## src/sdfp_pkg.sv

```systemverilog
// ----------------------------------------------------------------------------
// sdfp_pkg: shared definitions of the servo duty frame parser
// Frame byte codes, outcome codes and the record passed from the byte parser
// to the result stage.
// ----------------------------------------------------------------------------
package sdfp_pkg;

	localparam int FRAME_LENGTH = 8;
	localparam int POS_W        = $clog2(FRAME_LENGTH);
	localparam int QUEUE_DEPTH  = 2;
	localparam int CFG_INDEX_W  = 2;
	localparam int CFG_DATA_W   = 16;

	localparam logic [7:0] HDR_FIRST  = 8'h4C; // 'L'
	localparam logic [7:0] HDR_SECOND = 8'h44; // 'D'
	localparam logic [7:0] HDR_TYPE   = 8'h02;
	localparam logic [7:0] HDR_SIGN   = 8'h2B; // '+'
	localparam logic [7:0] TRAILER    = 8'h23; // '#'

	// Byte positions inside a frame.
	localparam logic [POS_W-1:0] POS_FIRST  = POS_W'(0);
	localparam logic [POS_W-1:0] POS_SECOND = POS_W'(1);
	localparam logic [POS_W-1:0] POS_TYPE   = POS_W'(2);
	localparam logic [POS_W-1:0] POS_SIGN   = POS_W'(3);
	localparam logic [POS_W-1:0] POS_HIGH   = POS_W'(4);
	localparam logic [POS_W-1:0] POS_LOW    = POS_W'(5);
	localparam logic [POS_W-1:0] POS_TRAIL  = POS_W'(6);
	localparam logic [POS_W-1:0] POS_CHECK  = POS_W'(FRAME_LENGTH - 1);

	typedef enum logic [0:0] {
		REG_LO_LIMIT = 1'b0,
		REG_HI_LIMIT = 1'b1
	} reg_index_t;

	typedef enum logic [1:0] {
		OUT_APPLIED  = 2'd0,
		OUT_RANGE    = 2'd1,
		OUT_CHECKSUM = 2'd2
	} outcome_t;

	// One completed frame, as seen by the result stage.
	typedef struct packed {
		logic [15:0] duty;
		logic        csum_ok;
	} frame_rec_t;

endpackage

```

## src/sdfp_front.sv

```systemverilog
// ----------------------------------------------------------------------------
// sdfp_front: byte parser
// Tracks the byte position, running XOR and duty bytes of the frame being
// received, and emits one record per check byte.
// ----------------------------------------------------------------------------
module sdfp_front (
	input  logic                  clk,
	input  logic                  arst_n,
	input  logic                  accept,
	input  logic [7:0]            rx_byte,
	output logic                  push,
	output sdfp_pkg::frame_rec_t  push_rec
);

	logic [sdfp_pkg::POS_W-1:0] position_q;
	logic [7:0]                 xor_q;
	logic [7:0]                 duty_high_q;
	logic [7:0]                 duty_low_q;
	logic                       match;
	logic                       at_check;

	assign at_check = (position_q == sdfp_pkg::POS_CHECK);

	always_comb begin
		unique case (position_q)
			sdfp_pkg::POS_FIRST:  match = (rx_byte == sdfp_pkg::HDR_FIRST);
			sdfp_pkg::POS_SECOND: match = (rx_byte == sdfp_pkg::HDR_SECOND);
			sdfp_pkg::POS_TYPE:   match = (rx_byte == sdfp_pkg::HDR_TYPE);
			sdfp_pkg::POS_SIGN:   match = (rx_byte == sdfp_pkg::HDR_SIGN);
			sdfp_pkg::POS_HIGH:   match = 1'b1;
			sdfp_pkg::POS_LOW:    match = 1'b1;
			sdfp_pkg::POS_TRAIL:  match = (rx_byte == sdfp_pkg::TRAILER);
			default:              match = 1'b0;
		endcase
	end

	assign push             = accept && at_check;
	assign push_rec.duty    = {duty_high_q, duty_low_q};
	assign push_rec.csum_ok = (rx_byte == xor_q);

	always_ff @(posedge clk or negedge arst_n) begin
		if (!arst_n) begin
			position_q <= sdfp_pkg::POS_FIRST;
			xor_q      <= 8'd0;
		end else if (accept) begin
			if (at_check) begin
				position_q <= sdfp_pkg::POS_FIRST;
				xor_q      <= 8'd0;
			end else if (match && position_q != sdfp_pkg::POS_FIRST) begin
				position_q <= position_q + sdfp_pkg::POS_W'(1);
				xor_q      <= xor_q ^ rx_byte;
			end else if (rx_byte == sdfp_pkg::HDR_FIRST) begin
				// An 'L' at the first position, or one that does not match its position, opens a new frame with a fresh checksum.
				position_q <= sdfp_pkg::POS_SECOND;
				xor_q      <= rx_byte;
			end else begin
				position_q <= sdfp_pkg::POS_FIRST;
				xor_q      <= 8'd0;
			end
		end
	end

	always_ff @(posedge clk or negedge arst_n) begin
		if (!arst_n) begin
			duty_high_q <= 8'd0;
			duty_low_q  <= 8'd0;
		end else if (accept) begin
			if (position_q == sdfp_pkg::POS_HIGH)
				duty_high_q <= rx_byte;
			if (position_q == sdfp_pkg::POS_LOW)
				duty_low_q <= rx_byte;
		end
	end

endmodule

```

## src/sdfp_queue.sv

```systemverilog
// ----------------------------------------------------------------------------
// sdfp_queue: frame record queue
// Small register FIFO that decouples the byte parser from the result stage.
// ----------------------------------------------------------------------------
module sdfp_queue #(
	parameter int DEPTH = sdfp_pkg::QUEUE_DEPTH
) (
	input  logic                  clk,
	input  logic                  arst_n,
	input  logic                  push,
	input  sdfp_pkg::frame_rec_t  push_rec,
	input  logic                  pop,
	output sdfp_pkg::frame_rec_t  pop_rec,
	output logic                  not_empty,
	output logic                  full
);

	localparam int PTR_W = (DEPTH > 1) ? $clog2(DEPTH) : 1;
	localparam int CNT_W = $clog2(DEPTH + 1);
	localparam logic [PTR_W-1:0] LAST = PTR_W'(DEPTH - 1);

	sdfp_pkg::frame_rec_t entry_q [DEPTH];
	logic [PTR_W-1:0]     wr_ptr_q;
	logic [PTR_W-1:0]     rd_ptr_q;
	logic [CNT_W-1:0]     count_q;

	assign not_empty = (count_q != CNT_W'(0));
	assign full      = (count_q == CNT_W'(DEPTH));
	assign pop_rec   = entry_q[rd_ptr_q];

	always_ff @(posedge clk) begin
		if (push)
			entry_q[wr_ptr_q] <= push_rec;
	end

	always_ff @(posedge clk or negedge arst_n) begin
		if (!arst_n) begin
			wr_ptr_q <= '0;
			rd_ptr_q <= '0;
			count_q  <= '0;
		end else begin
			if (push)
				wr_ptr_q <= (wr_ptr_q == LAST) ? '0 : wr_ptr_q + PTR_W'(1);
			if (pop)
				rd_ptr_q <= (rd_ptr_q == LAST) ? '0 : rd_ptr_q + PTR_W'(1);
			if (push && !pop)
				count_q <= count_q + CNT_W'(1);
			else if (pop && !push)
				count_q <= count_q - CNT_W'(1);
		end
	end

endmodule

```

## src/sdfp_back.sv

```systemverilog
// ----------------------------------------------------------------------------
// sdfp_back: result stage
// Holds the duty limits, grades each frame record and presents the result
// in an output register.
// ----------------------------------------------------------------------------
module sdfp_back (
	input  logic                             clk,
	input  logic                             arst_n,
	input  logic                             cfg_wr_en,
	input  logic [sdfp_pkg::CFG_INDEX_W-1:0] cfg_index,
	input  logic [sdfp_pkg::CFG_DATA_W-1:0]  cfg_data,
	input  logic                             rec_valid,
	input  sdfp_pkg::frame_rec_t             rec,
	output logic                             pop,
	output logic                             out_valid,
	input  logic                             out_stall,
	output logic [15:0]                      duty,
	output logic [1:0]                       outcome
);

	logic [15:0]        lo_limit_q;
	logic [15:0]        hi_limit_q;
	logic               out_valid_q;
	logic [15:0]        duty_q;
	sdfp_pkg::outcome_t outcome_q;
	sdfp_pkg::outcome_t grade;

	always_ff @(posedge clk or negedge arst_n) begin
		if (!arst_n) begin
			lo_limit_q <= 16'h0000;
			hi_limit_q <= 16'hFFFF;
		end else if (cfg_wr_en &&
		             cfg_index[sdfp_pkg::CFG_INDEX_W-1:1] == '0) begin
			unique case (sdfp_pkg::reg_index_t'(cfg_index[0]))
				sdfp_pkg::REG_LO_LIMIT: lo_limit_q <= cfg_data;
				sdfp_pkg::REG_HI_LIMIT: hi_limit_q <= cfg_data;
				default: ;
			endcase
		end
	end

	always_comb begin
		priority if (!rec.csum_ok)
			grade = sdfp_pkg::OUT_CHECKSUM;
		else if (rec.duty >= lo_limit_q && rec.duty <= hi_limit_q)
			grade = sdfp_pkg::OUT_APPLIED;
		else
			grade = sdfp_pkg::OUT_RANGE;
	end

	assign pop = rec_valid && (!out_valid_q || !out_stall);

	always_ff @(posedge clk or negedge arst_n) begin
		if (!arst_n)
			out_valid_q <= 1'b0;
		else if (pop)
			out_valid_q <= 1'b1;
		else if (!out_stall)
			out_valid_q <= 1'b0;
	end

	always_ff @(posedge clk) begin
		if (pop) begin
			duty_q    <= rec.duty;
			outcome_q <= grade;
		end
	end

	assign out_valid = out_valid_q;
	assign duty      = duty_q;
	assign outcome   = outcome_q;

endmodule

```

## src/servo_duty_frame_parser.sv

```systemverilog
// ----------------------------------------------------------------------------
// servo_duty_frame_parser: servo duty command frame parser
// Recognizes 8-byte duty frames in a received byte stream and reports the
// duty and its outcome once per frame.
// ----------------------------------------------------------------------------
// The block takes one received byte per clock cycle unless in_stall is high
// because the queue is full. A byte parser tracks the frame position and
// running XOR per byte; on the check byte it pushes the assembled duty and
// checksum flag into a two-entry queue. A result stage grades the record
// against the lower and upper duty limits and holds the result in an output
// register, so a stalled result never holds up bytes until the queue is full.
// Write the lower limit (index 0) and the upper limit (index 1) only while no
// frame is in flight; other indexes are ignored.
module servo_duty_frame_parser #(
	parameter int QUEUE_DEPTH = sdfp_pkg::QUEUE_DEPTH
) (
	input  logic                             clk,
	input  logic                             arst_n,
	input  logic                             cfg_wr_en,
	input  logic [sdfp_pkg::CFG_INDEX_W-1:0] cfg_index,
	input  logic [sdfp_pkg::CFG_DATA_W-1:0]  cfg_data,
	input  logic                             in_valid,
	output logic                             in_stall,
	input  logic [7:0]                       rx_byte,
	output logic                             out_valid,
	input  logic                             out_stall,
	output logic [15:0]                      duty,
	output logic [1:0]                       outcome
);

	logic                 accept;
	logic                 push;
	logic                 pop;
	logic                 not_empty;
	logic                 full;
	sdfp_pkg::frame_rec_t push_rec;
	sdfp_pkg::frame_rec_t pop_rec;

	assign in_stall = full;
	assign accept   = in_valid && !full;

	sdfp_front u_front (
		.clk      (clk),
		.arst_n   (arst_n),
		.accept   (accept),
		.rx_byte  (rx_byte),
		.push     (push),
		.push_rec (push_rec)
	);

	sdfp_queue #(
		.DEPTH (QUEUE_DEPTH)
	) u_queue (
		.clk       (clk),
		.arst_n    (arst_n),
		.push      (push),
		.push_rec  (push_rec),
		.pop       (pop),
		.pop_rec   (pop_rec),
		.not_empty (not_empty),
		.full      (full)
	);

	sdfp_back u_back (
		.clk       (clk),
		.arst_n    (arst_n),
		.cfg_wr_en (cfg_wr_en),
		.cfg_index (cfg_index),
		.cfg_data  (cfg_data),
		.rec_valid (not_empty),
		.rec       (pop_rec),
		.pop       (pop),
		.out_valid (out_valid),
		.out_stall (out_stall),
		.duty      (duty),
		.outcome   (outcome)
	);

endmodule
```

## config.mk

```make
export PLATFORM = sky130hd
export DESIGN_NAME = servo_duty_frame_parser
export DESIGN_NICKNAME = d
export VERILOG_FILES = /design/src/sdfp_pkg.sv /design/src/sdfp_front.sv /design/src/sdfp_queue.sv /design/src/sdfp_back.sv /design/src/servo_duty_frame_parser.sv
export SDC_FILE = /design/constraint.sdc
export NUM_CORES = 1
export LEC_CHECK = 0
export BUFFER_PORTS_ARGS = -buffer_cell sky130_fd_sc_hd__buf_2
export CORE_UTILIZATION = 30
export DETAILED_ROUTE_END_ITERATION = 12
export PLACE_DENSITY = 0.52
export SLEW_MARGIN = 5
export SYNTH_ARGS = -nofsm -noshare
export SYNTH_HDL_FRONTEND = slang
export SYNTH_SLANG_ARGS = --single-unit
```

## constraint.sdc

```tcl
create_clock -name clk -period 2.96 [get_ports clk]
set_input_delay 0.296 -clock clk [delete_from_list [all_inputs] [get_ports clk]]
set_output_delay 0.296 -clock clk [all_outputs]
set_load 0.02 [all_outputs]
```

==> results of run 1 <==
-- critical path: stages, from the launching register on --
cell	delay, ps
sky130_fd_sc_hd__dfrtp_1	560
sky130_fd_sc_hd__mux2_2	420
sky130_fd_sc_hd__ha_1	340
sky130_fd_sc_hd__a2111oi_0	400
sky130_fd_sc_hd__o221ai_1	190
sky130_fd_sc_hd__o211ai_1	130
sky130_fd_sc_hd__nand3_1	100
sky130_fd_sc_hd__o2bb2ai_1	130
-- area by class of cell --
cell class                      instances  area (um^2)  area share, %
Tap cell                              225          282           4.33
Inverter                               46          173           2.66
Multi-Input combinational cell        269         1970           30.4
Timing Repair Buffer                   58          325           5.01
Sequential cell                       116         3180           49.0
Clock inverter                          5         47.5          0.732
Clock buffer                           27          514           7.91
-- layer usage --
layer  routed length (um)  vias to the layer above  part of all wire, %  global-route usage [%]
met1                 5390                     1640                   50                    17.1
met3                  484                        8                  4.5                    3.70
met4                   91                        0                 0.84                    4.81
li1                     -                     1707                    -                       -
met5                    0                        -                    0                       0
met2                 4870                       84                   45                    19.4
-- cell usage in the layout, fill, tap and decap left out, types with 11 or more instances in the layout --
master,netlist,routed
sky130_fd_sc_hd__mux2_2,32,32
sky130_fd_sc_hd__dfstp_2,16,16
sky130_fd_sc_hd__nor2_1,11,11
sky130_fd_sc_hd__xnor2_1,11,11
sky130_fd_sc_hd__buf_2,2,50
sky130_fd_sc_hd__edfxtp_1,52,52
sky130_fd_sc_hd__o21ai_0,41,41
sky130_fd_sc_hd__nand2_1,45,45
sky130_fd_sc_hd__dfrtp_1,48,48
sky130_fd_sc_hd__ha_1,39,39
sky130_fd_sc_hd__inv_1,46,46
sky130_fd_sc_hd__clkbuf_16,0,18
sky130_fd_sc_hd__a21oi_1,15,15
-- report_power, final --
group / switching (mW) / internal [mW] / total [mW] / leakage (nW)
Combinational: 0.837 / 0.614 / 1.45 / 1.21
Clock: 0.649 / 1.26 / 1.91 / 0.276
Sequential: 0.112 / 1.99 / 2.10 / 1.29
-- cells by family (layout without fill, tap and decap cells) --
family | count (synthesis) | count (layout) | synth area share [%]
flops | 116 | 116 | 59.4
compound gates | 90 | 90 | 10.1
simple gates | 90 | 90 | 7.65
buf+inv | 57 | 136 | 4.04
fa+ha+maj | 39 | 39 | 9.10
mux | 36 | 36 | 7.47
xor+xnor | 14 | 14 | 2.29
-- worst paths after layout --
kind                                        start                      to  slack [ps]  cells past startpoint
setup / recovery                 u_queue.rd_ptr_q       u_back.outcome[0]         440                      7
max in group asynchronous                  arst_n   u_back.hi_limit_q[12]        1780                      3
min in group asynchronous                  arst_n   u_back.lo_limit_q[10]         440                      2
hold reg to reg            u_front.duty_high_q[3]  u_queue.entry_q[1][12]         480                      0
setup reg to reg                 u_queue.rd_ptr_q       u_back.outcome[0]         440                      7
hold / removal                       cfg_data[14]   u_back.lo_limit_q[14]         120                      3
-- stage by stage --
stage	cells	cell area, um^2	power (mW)	utilization [%]	worst slack, ps
global placement	713	5930	3.55	34.1	519
finish	746	6500	5.46	37.4	437
global route	746	6500	5.78	37.4	317
floorplan	442	5360	3.10	-	151
detailed placement	713	5930	3.59	34.1	491
CTS	746	6500	5.53	37.4	463
-- flip-flops by register name (all words and copies together), names as in the netlist --
name	flops
u_back.out_valid	1
u_queue.entry_q	34
u_queue.wr_ptr_q	1
u_back.hi_limit_q	16
u_front.duty_low_q	8
u_queue.rd_ptr_q	1
u_back.outcome	2
u_front.position_q	3
u_back.lo_limit_q	16
u_front.xor_q	8
u_front.duty_high_q	8
u_queue.count_q	2
u_back.duty	16
-- what timing repair did --
action                                  CTS  global route
hold buffers                              1             0
endpoints found under the setup margin    0             0
hold endpoints to repair                 12             0
==> flow_summary_export.csv, run 1 <==
group,metric,value,unit
cells_and_area,final_layout_size_suffix_gt1_share,25.5,%
synth,synth_area_leader_cell,"sky130_fd_sc_hd__edfxtp_1",
floorplanning,floorplan.initialDensity,30.9,%
routing,postRouteAntennaNets,0,
clock_network,cts.path.max_buffers,2,
synth,post-synth-top-count-cell,"sky130_fd_sc_hd__edfxtp_1",
timing,holdWs,118,ps
timing,hold_violations,0,
floorplanning,horizontal_extent_of_the_die,136,um
global_routing,globalRouteTotalUtil,12.8,%
global_routing,grt_first_pass_wirelength,17700,um
synth,synthesis.area,0.00536,mm^2
synth,synth.avg_cell_area,12.1,um^2
power,vdd.ir_drop.worst,0.451,mV
placement,number_of_input_and_output_port_buffers_inserted,50,
worst_setup_path,worst_setup_path_start_kind,"flip-flop",
routing,drt-total-wl,10800,um
cells_and_area,final.fill_count,1694,
routing,dr.first_iter.drc_count,204,
placement,finalWeightedCongestion,0.873,
routing,route.detailed.wl_per_inst,14.5,um
run_status,outcome,"completed",
flow_run,drv_cap,0,
clock_network,postCtsResizedCells,0,
timing,worst_slew_pin_slew,889,ps
timing,layout_min_cycle_time,2520,ps
synth,synth-edff-count,52,
cells_and_area,final_nets,578,
routing,drt_drc_violations_left,0,
synth,cells_taking_the_most_area_after_synthesis,"sky130_fd_sc_hd__edfxtp_1 (29%), sky130_fd_sc_hd__dfrtp_1 (22%), sky130_fd_sc_hd__ha_1 (9.1%), sky130_fd_sc_hd__dfstp_2 (7.8%), sky130_fd_sc_hd__mux2_2 (6.7%)",
routing,drtPass1Iterations,5,
timing,max_clock_freq,396,MHz
clock_network,cts.htree.levels,4,
worst_setup_path,critical_path_required,3110,ps
timing,timing.setup.tns,0,ps
global_routing,grt_overflow_total,0,
synth,synth_nets,512,
global_routing,grt_max_degree,32,
min_path,worstHoldPathType,"in -> reg",
clock_network,path_clk_slew,50,ps
clock_network,postCtsSetupRepairBufs,0,
synth,synth_top_cells_by_count,"sky130_fd_sc_hd__edfxtp_1 (52), sky130_fd_sc_hd__dfrtp_1 (48), sky130_fd_sc_hd__inv_1 (46), sky130_fd_sc_hd__nand2_1 (45), sky130_fd_sc_hd__o21ai_0 (41)",
routing,detail_route.vias_per_cell,4.61,
cells_and_area,flow.area_growth_from_synthesis,21.2,%
clock_network,clock_insertion_delay_worst_skew,400,ps
floorplanning,design.core.area,0.0174,mm^2
clock_network,cts_tree,"built",
global_routing,grt_antenna_before_repair,0,
synth,synth_largest_type_area_fraction,29.1,%
placement,hpwl,8110,um
cells_and_area,number_of_antenna_repair_diodes,0,
synth,netlist_instances,442,
synth,synthDistinctLibCells,43,
worst_setup_path,crit_path_end_kind,"flip-flop",
timing,finalClockSkew,8.07,ps
floorplanning,floorplan.die_area,0.0184,mm^2
synth,synth-async-reset-ratio,55.2,%
timing,max_slew_margin,40.5,%
global_routing,number_of_global_route_vias_before_repair,3492,
floorplanning,fp.dieH,136,um
clock_network,root_buffer,"sky130_fd_sc_hd__clkbuf_16",
synth,yosysWarningCount,0,
worst_setup_path,critPathArrivalTime,2670,ps
timing,unrepaired_setup_endpoints_after_global_routing,"no",
synth,synth_seq_area_share,59.4,%
worst_setup_path,worst-setup-path-type,"reg -> reg",
power,static-leakage-power,2.77,nW
clock_network,num_cts_buffers,17,
routing,routed-via-count,3439,
synth,yosys_register_bits,116,
timing,timing.final.setup_violations,0,
worst_setup_path,path_max_fanout,7,
timing,timing.final.crit_share,85.2,%
power,power.density,841,mW/mm^2
synth,most_used_dff_post_synth,"sky130_fd_sc_hd__edfxtp_1",
floorplanning,fp-row-count,48,
timing,timing.final.max_slew_violations,0,
clock_network,numClockSinks,116,
floorplanning,io_pins,51,
(Power assumes the default switching activity.)
==> run 2: changes to the inputs <==
CORE_UTILIZATION = 37   (was 30)
PLACE_DENSITY = 0.63   (was 0.52)
==> run 2 against run 1 <==
  * Critical path depth unchanged
  * Clock-buffer cell count decreased by 7
  * Clock power about the same
  * Sequential power about the same
  * First-iteration DRC count increased by 1.5%
  * Core utilization increased by 8.6 points
  * Register-to-register slack about the same
  * Final cell count decreased by 6.0%
  * Clock skew decreased by 2.7 ps
  * Critical endpoint unchanged
  * Largest cell class unchanged
  * Largest power group unchanged
==> flow_summary_export.csv, run 2 (synthesized netlist as in run 1, its figures left out) <==
group,metric,value,unit
cells_and_area,layoutNonFillerInstCount,701,
floorplanning,floorplan.die_area,0.0150,mm^2
worst_setup_path,worst-setup-path-type,"reg -> reg",
global_routing,number_of_global_route_vias_before_repair,3589,
clock_network,path_clk_slew,50,ps
routing,dr.first_iter.drc_count,207,
timing,worst_slew_pin_slew,916,ps
clock_network,clock_insertion_delay_worst_skew,400,ps
run_status,outcome,"completed",
routing,drt_drc_violations_left,0,
cells_and_area,final_nets,578,
power,net-switching-power,1.63,mW
clock_network,cts.htree.levels,4,
clock_network,cts.path.max_buffers,2,
power,vdd.ir_drop.worst,0.469,mV
cells_and_area,most-common-layout-cells,"sky130_fd_sc_hd__edfxtp_1 (52), sky130_fd_sc_hd__buf_2 (50), sky130_fd_sc_hd__dfrtp_1 (48)",
cells_and_area,registers.top_by_ff_count,"u_queue.entry_q",
timing,finalClockSkew,5.33,ps
placement,number_of_input_and_output_port_buffers_inserted,50,
min_path,worst_hold_path.num_cells,3,
global_routing,globalRouteTotalUtil,15.5,%
routing,routed-via-count,3451,
clock_network,postCtsResizedCells,0,
routing,drtPass1Iterations,4,
timing,max_clock_freq,396,MHz
clock_network,cts_tree,"built",
worst_setup_path,crit_path_end_kind,"flip-flop",
worst_setup_path,timing.reg2reg.worst_path_depth,7,
timing,holdWs,105,ps
clock_network,numClockSinks,116,
routing,detail_route.vias_per_cell,4.92,
timing,hold_violations,0,
worst_setup_path,critPathArrivalTime,2670,ps
power,static-leakage-power,2.77,nW
placement,hpwl,7740,um
timing,timing.final.crit_share,85.2,%
clock_network,num_cts_buffers,17,
cells_and_area,final_core_util,46.0,%
global_routing,grt_first_pass_wirelength,17400,um
floorplanning,horizontal_extent_of_the_die,122,um
worst_setup_path,path_max_fanout,7,
cells_and_area,leading_cell_type_in_the_layout_fill_and_taps_excluded,"sky130_fd_sc_hd__edfxtp_1",
floorplanning,design.core.area,0.0140,mm^2
floorplanning,fp.dieH,122,um
flow_run,drv_cap,0,
power,power.sequential.fraction,38.4,%
routing,drt-total-wl,10400,um
power,p_int,3.84,mW
timing,timing.setup.tns,0,ps
worst_setup_path,critical_path_required,3110,ps
global_routing,grt_max_degree,34,
power,power.combinational.fraction,26.4,%
cells_and_area,final_layout_size_suffix_gt1_share,26.1,%
power,power.density,850,mW/mm^2
cells_and_area,largest_register_ffs,34,
worst_setup_path,worst_setup_path_start_kind,"flip-flop",
floorplanning,floorplan.initialDensity,38.3,%
global_routing,grt_overflow_total,0,
timing,timing.final.setup_violations,0,
global_routing,grt_antenna_before_repair,0,
timing,unrepaired_setup_endpoints_after_global_routing,"no",
floorplanning,io_pins,51,
cells_and_area,flow.area_growth_from_synthesis,20.1,%
placement,finalWeightedCongestion,0.868,
min_path,worstHoldPathType,"in -> reg",
floorplanning,fp-row-count,43,
timing,max_slew_margin,38.7,%
timing,layout_min_cycle_time,2520,ps
cells_and_area,number_of_antenna_repair_diodes,0,
routing,postRouteAntennaNets,0,
power,switching_portion_of_total_power,29.8,%
placement,placedCellCount,668,
timing,timing.final.max_slew_violations,0,
routing,route.detailed.wl_per_inst,14.9,um
clock_network,root_buffer,"sky130_fd_sc_hd__clkbuf_16",
power,power.share.clock,35.2,%
run 2: path summary, 6_finish.rpt:
kind / slack (ps) / from / endpoint
worst max register to register: 440 / u_queue.rd_ptr_q / u_back.outcome[0]
worst min-delay path: 100 / cfg_data[1] / u_back.lo_limit_q[1]
worst min register to register: 470 / u_front.duty_low_q[7] / u_queue.entry_q[1][8]
worst max-delay path: 440 / u_queue.rd_ptr_q / u_back.outcome[0]
min in group asynchronous: 340 / arst_n / u_back.lo_limit_q[10]
max in group asynchronous: 1860 / arst_n / u_back.hi_limit_q[14]
run 2: cell type report:
type,count,area (um^2)
clock buffers,20,447
clock inverters,12,114
fillers,1266,7550
inverters,46,173
multi-input cells,269,1970
flip-flops and latches,116,3180
well taps,180,225
repair buffers,58,325
run 2: power groups by stage:
stage                     clock network [mW]  registers, mW  logic (mW)
after global routing                    2.04           2.12        1.61
after global placement                     0           2.12        1.40
after floorplan                            0           2.23       0.866
final                                   1.93           2.10        1.44
after CTS                               1.96           2.10        1.46
after detailed placement                   0           2.13        1.45
run 2: repair_timing:
action                                 CTS  global route
hold buffers                             1             0
endpoints found under the hold margin    7             0
setup buffers                            0             0
run 2: metal layers:
metal  wire length, um  vias up  part of all wire (%)  GRT usage [%]
met5                 0        -                     0              0
met4               103        0                  0.99           5.49
met3               507       12                   4.9           4.41
met2              4890       83                    47           25.1
met1              4910     1657                    47           19.6
li1                  -     1699                     -              -
run 2: critical path, cell delays in order, from the launching register on:
cell and delay [ps]:
sky130_fd_sc_hd__dfrtp_1 550, sky130_fd_sc_hd__mux2_2 420, sky130_fd_sc_hd__ha_1 340, sky130_fd_sc_hd__a2111oi_0 420, sky130_fd_sc_hd__o221ai_1 190, sky130_fd_sc_hd__o211ai_1 120
sky130_fd_sc_hd__nand3_1 100, sky130_fd_sc_hd__o2bb2ai_1 130
run 2: stage by stage:
stage | worst slack (ps) | instance area [um^2] | power (mW)
6_report | 437 | 6440 | 5.47
5_1_grt | 375 | 6440 | 5.77
4_1_cts | 455 | 6440 | 5.52
3_5_place_dp | 475 | 5870 | 3.57
3_3_place_gp | 515 | 5870 | 3.52
2_1_floorplan | 151 | 5360 | 3.10
